[src/smf_pkg.sv]
// Shared types and constants for the Sobel and motion fusion filter.
// No dependencies; imported by every module of the block.
`timescale 1ns / 1ps

package smf_pkg;

  localparam int PIXEL_BITS     = 8;
  localparam int DEF_MAX_WIDTH  = 2048;
  localparam int DEF_MAX_HEIGHT = 2048;

  localparam int CFG_W       = 12;
  localparam int WEIGHT_W    = 10;
  localparam int REG_IDX_W   = 2;
  localparam int COORD_W     = 11;
  localparam int FUSED_W     = 19;
  localparam int FRAC_BITS   = 13;
  localparam int MOTION_SHL  = 3;

  localparam int GRAD_W  = PIXEL_BITS + 4;
  localparam int SQ_W    = 2 * GRAD_W;
  localparam int DIFF_W  = PIXEL_BITS + 1;
  localparam int DSQ_W   = 2 * DIFF_W;
  localparam int PROD_W  = SQ_W + WEIGHT_W + 2;

  localparam logic [REG_IDX_W-1:0] REG_FRAME_WIDTH   = 2'd0;
  localparam logic [REG_IDX_W-1:0] REG_FRAME_HEIGHT  = 2'd1;
  localparam logic [REG_IDX_W-1:0] REG_EDGE_WEIGHT   = 2'd2;
  localparam logic [REG_IDX_W-1:0] REG_MOTION_WEIGHT = 2'd3;

  localparam logic [CFG_W-1:0]    RST_FRAME_WIDTH   = 12'd1280;
  localparam logic [CFG_W-1:0]    RST_FRAME_HEIGHT  = 12'd720;
  localparam logic [WEIGHT_W-1:0] RST_EDGE_WEIGHT   = 10'd717;
  localparam logic [WEIGHT_W-1:0] RST_MOTION_WEIGHT = 10'd307;

  typedef struct packed {
    logic [PIXEL_BITS-1:0] curr_pixel;
    logic [PIXEL_BITS-1:0] prev_pixel;
    logic                  start_of_frame;
  } pixel_req_t;

  typedef struct packed {
    logic [FUSED_W-1:0] fused_value;
    logic [COORD_W-1:0] center_row;
    logic [COORD_W-1:0] center_col;
    logic               frame_done;
  } fused_req_t;

  // Controller to datapath commands, one step per cycle while no step waits on a handshake.
  typedef struct packed {
    logic load;
    logic upd;
    logic sq;
    logic sum;
    logic mul;
    logic out_load;
  } ctrl_cmd_t;

  typedef struct packed {
    logic interior;
  } dp_status_t;

endpackage

[src/smf_ctrl.sv]
// Sequencing state machine of the fusion filter.
// Depends on smf_pkg for the command and status structs.
`timescale 1ns / 1ps

module smf_ctrl
  import smf_pkg::*;
(
  input  logic       clk_i,
  input  logic       rst_ni,
  input  logic       in_valid_i,
  output logic       in_ready_o,
  output logic       out_valid_o,
  input  logic       out_ready_i,
  input  dp_status_t status_i,
  output ctrl_cmd_t  cmd_o
);

  localparam logic [2:0] S_IDLE = 3'd0;
  localparam logic [2:0] S_UPD  = 3'd1;
  localparam logic [2:0] S_SQ   = 3'd2;
  localparam logic [2:0] S_SUM  = 3'd3;
  localparam logic [2:0] S_MUL  = 3'd4;
  localparam logic [2:0] S_ACC  = 3'd5;

  logic [2:0] state_q, state_d;
  logic       out_valid_q, out_valid_d;
  logic       out_free;

  assign out_free    = !out_valid_q || out_ready_i;
  assign in_ready_o  = (state_q == S_IDLE);
  assign out_valid_o = out_valid_q;

  always_comb begin
    state_d = state_q;
    cmd_o   = '0;
    unique case (state_q)
      S_IDLE: begin
        if (in_valid_i) begin
          cmd_o.load = 1'b1;
          state_d    = S_UPD;
        end
      end
      S_UPD: begin
        cmd_o.upd = 1'b1;
        state_d   = status_i.interior ? S_SQ : S_IDLE;
      end
      S_SQ: begin
        cmd_o.sq = 1'b1;
        state_d  = S_SUM;
      end
      S_SUM: begin
        cmd_o.sum = 1'b1;
        state_d   = S_MUL;
      end
      S_MUL: begin
        cmd_o.mul = 1'b1;
        state_d   = S_ACC;
      end
      S_ACC: begin
        // hold until the output register is free
        if (out_free) begin
          cmd_o.out_load = 1'b1;
          state_d        = S_IDLE;
        end
      end
      default: state_d = S_IDLE;
    endcase
  end

  always_comb begin
    out_valid_d = out_valid_q;
    if (out_valid_q && out_ready_i) out_valid_d = 1'b0;
    if (cmd_o.out_load)             out_valid_d = 1'b1;
  end

  always_ff @(posedge clk_i or negedge rst_ni) begin
    if (!rst_ni) begin
      state_q     <= S_IDLE;
      out_valid_q <= 1'b0;
    end else begin
      state_q     <= state_d;
      out_valid_q <= out_valid_d;
    end
  end

endmodule

[config.mk]
export PLATFORM = sky130hd
export DESIGN_NAME = smf_ctrl
export DESIGN_NICKNAME = d
export VERILOG_FILES = /design/src/smf_pkg.sv /design/src/smf_ctrl.sv
export SDC_FILE = /design/constraint.sdc
export NUM_CORES = 1
export LEC_CHECK = 0
export ABC_AREA = 1
export BUFFER_PORTS_ARGS = -buffer_cell sky130_fd_sc_hd__buf_2
export CORE_AREA = 2 2 39 41
export CTS_CLUSTER_SIZE = 25
export DETAILED_ROUTE_END_ITERATION = 10
export DIE_AREA = 0 0 41 43
export PLACE_DENSITY = 0.4
export SYNTH_ARGS = -nofsm -noshare
export SYNTH_HDL_FRONTEND = slang
export SYNTH_SLANG_ARGS = --single-unit
export TNS_END_PERCENT = 5
[constraint.sdc]
create_clock -name clk_i -period 0.9 [get_ports clk_i]
set_input_delay 0.135 -clock clk_i [delete_from_list [all_inputs] [get_ports clk_i]]
set_output_delay 0.135 -clock clk_i [all_outputs]
set_load 0.01 [all_outputs]
======== Yosys cells after proc, flatten, opt, wreduce, memory -nomap -nowiden ========
Index checks and enable logic that the tools add are counted.
W data, S select, Z words.
word-level totals
  register bits ........................... 4
  bits of input ports ..................... 5
  output and inout bits ................... 8
  word-level logic and storage cells ...... 29
operators by class
  equal/unequal tests ..................... 7
  multiplexer cells ....................... 14
  reductions and logical operators ........ 6
operators with widths
  cell                  count
  $pmux W3 S6           1
  $mux W1               10
  $eq A3 B2 Y1 const B  2
  $eq A3 B3 Y1 const B  2
  $mux W3               2
  $ne A2 B2 Y1 const B  2
  $eq A3 B1 Y1 const B  1
  $logic_not A3 Y1      1
  $mux W2               1
  $reduce_and A2 Y1     1
  $reduce_bool A2 Y1    1
  $logic_and A1 B1 Y1   1
  $logic_not A1 Y1      1
  $logic_or A1 B1 Y1    1

======== Logic depth before layout (Yosys ltp) ========
  depth in word-level cells ............... 5
  gate-level depth with buffers ........... 5
  gate-level depth less buffers ........... 4

======== Worst setup path after synthesis ========
No wires, ideal clock.
  kind .................................... flip-flop to output port
  start ................................... register state_q[1]
  end ..................................... output port cmd_o[0] in the netlist's numbering
  arrival time ............................ 0.794 ns
  required time ........................... 0.765 ns
  slack ................................... -0.029 ns
  cell stages (with the launch flop) ...... 5
  buffers on the path ..................... 1
  cell sequence ........................... dfrtp_1 -> nor2_2 -> nand2_1 -> nor2_1 -> buf_4
RTL lines
  what                      line            text
  start: declaration        smf_ctrl.sv:25  logic [2:0] state_q, state_d;
  start signal: assignment  smf_ctrl.sv:81  state_q <= state_d;
  end: declaration          smf_ctrl.sv:15  output ctrl_cmd_t cmd_o

==> summary.txt <==
first-pass GRT wire length - 724 um
# IOs - 13
Period minus WS final - 1.18 ns
gr ovfl total - 0
Final Slew Violations - 0
Routed Wire Length - 486 um
Worst-path clk slew - 0.03 ns
violated checks - setup timing
Seq/Total Area, Yosys - 0.428
drt pass-1 iters - 4
Slew Limit Headroom - 0.897
Power Dens Cells - 3050 nW/um^2
worst vdd ir - 0.826 mV
Rows - 14
CP Max Fanout - 6
die width - 41 um
largest net degree at the start of global routing - 7
RSZ-0062 raised after global routing - yes
arrival time at the worst endpoint - 1.05 ns
# clock sinks - 4
initial core utilization - 0.169
setup violators final - 8
Die Ht - 43 um
area delta synth->final - 57.2%
worst slew pin tran - 0.154 ns
P_leak - 0.229 nW
vias in the first global route - 208
syn nets - 37
DR WL/cell - 7.36 um
WP data required - 0.76 ns
share of cells above drive strength 1 - 0.540
Yosys warning count - 0
maxcap violations - 0
Fin. Hold Viols - 0
Initial DRC Count - 1
most frequent cells in the layout - buf_2, inv_1, nand3_1
period utilization - 1.31
GPL Wtd Cong - 0.655
detailed-route via count - 242
CORE AREA - 1380 sq um
outcome - finished with violations
Hold Worst Slack - 0.111 ns
top-area cell type share of the netlist area - 0.428
synthesized flop and latch total - 4
Nets - 57
Post-Synthesis Cells - 32
clock root buffer - clkbuf_4
post-route setup TNS - -1.79 ns
PortBufs - 12
initial antenna violation count - 0
CTS buffer count - 3
worst-skew pair later-pin latency - 0.23 ns
Detailed Place HPWL - 417 um
post-synth top area cell - dfrtp_1
Via density - 3.67
CP endpoint kind - output pin
fillers - 162
Worst Skew - 0.00105 ns
synth unique cells - 13
ranking of synthesized cells by area - dfrtp_1, nand3_1, inv_1, nor2_1, inv_2
die area - 1760 sq um
commonest non-fill, non-tap cell in the layout - buf_2
critical path class - reg -> out
DRC - 0
ANT nets after route - 0
H-Tree Level Count - 1
Max Clk Rate - 846 MHz
PnR worst setup slack - -0.282 ns
gr usage total - 0.0665
Synth Cell Area - 234 sq um
Worst setup SP type - flop
Core Util, Final - 0.266
Hold WC Path Type - in -> reg
Syn Area/Cell - 7.31 sq um
# diodes - 0
CTS tree - done
clk buf depth - 2
[layer usage]
metal / global-route usage / vias to the layer above / wire (um)
met1: 0.0714 / 99 / 191
met5: 0 / - / 0
met3: 0.0157 / 2 / 40
met2: 0.0906 / 7 / 248
met4: 0.0800 / 0 / 6
li1: - / 134 / -
[final cells by class]
class                           count  area (sq um)  share of cell area
Clock buffer                        3          22.5              0.0612
Inverter                            9          33.8              0.0918
Multi-Input combinational cell     18          96.3               0.262
Sequential cell                     4           103               0.279
Tap cell                           16          20.0              0.0544
Timing Repair Buffer               16          92.6               0.252
[synth_stat cells]
cell and count:
a21oi_1 1, buf_4 1, dfrtp_1 4, inv_1 6, inv_2 3, nand2_1 3
nand3_1 5, nand3_2 1, nor2_1 4, nor2_2 1, nor3_2 1, o21ai_0 1
o21ai_1 1
[critical path: stages, from the launching register on]
cell and delay (ns):
dfrtp_1 0.35, inv_2 0.08, nor2_2 0.12, nand2_1 0.07
nor2_1 0.08, buf_2 0.13
[kinds of logic (layout without fill, tap and decap cells)]
logic type / after synthesis / in the layout / share of synthesized area
AOI/OAI and AO/OA: 3 / 3 / 0.0641
DFF: 4 / 4 / 0.428
buffers and inverters: 10 / 28 / 0.176
and+or+nand+nor: 15 / 15 / 0.332
[final timing paths]
| path | start | end | slack [ns] | cells past startpoint |
|---|---|---|---|---|
| min in group asynchronous | rst_ni | state_q[0] | 0.25 | 2 |
| max in group asynchronous | rst_ni | state_q[2] | 0.51 | 2 |
| setup reg to reg | state_q[2] | state_q[0] | -0.02 | 4 |
| hold / removal | status_i | state_q[1] | 0.11 | 3 |
| hold reg to reg | out_valid_o | out_valid_o | 0.54 | 2 |
| setup / recovery | state_q[0] | cmd_o[0] | -0.28 | 5 |
[repair_timing]
item                       CTS  global route
setup buffers                1             0
gates resized for setup      1             2
setup endpoints to repair    9            11
hold buffers                 1             0
pin swaps                    2             1
hold endpoints to repair     4             0
[report_power, final]
group,switching [mW],internal [mW]
Combinational,0.327,0.261
Sequential,0.0690,0.258
Clock,0.0589,0.148
Total,0.455,0.667
[metrics by stage]
| step | cells | cell area (sq um) | total power [mW] | setup slack (ns) |
|---|---|---|---|---|
| after global routing | 66 | 368 | 1.24 | -0.403 |
| after global placement | 61 | 322 | 0.889 | -0.0782 |
| after CTS | 66 | 363 | 1.13 | -0.313 |
| final | 66 | 368 | 1.12 | -0.282 |
| after floorplan | 32 | 234 | 0.677 | -0.00589 |
| after detailed placement | 61 | 322 | 0.889 | -0.0690 |
[registers in the layout, summed over array words and instances, names as in the netlist]
name / cells
state_q: 3
out_valid_o: 1
Note: power is estimated with default switching activity, not from simulation.
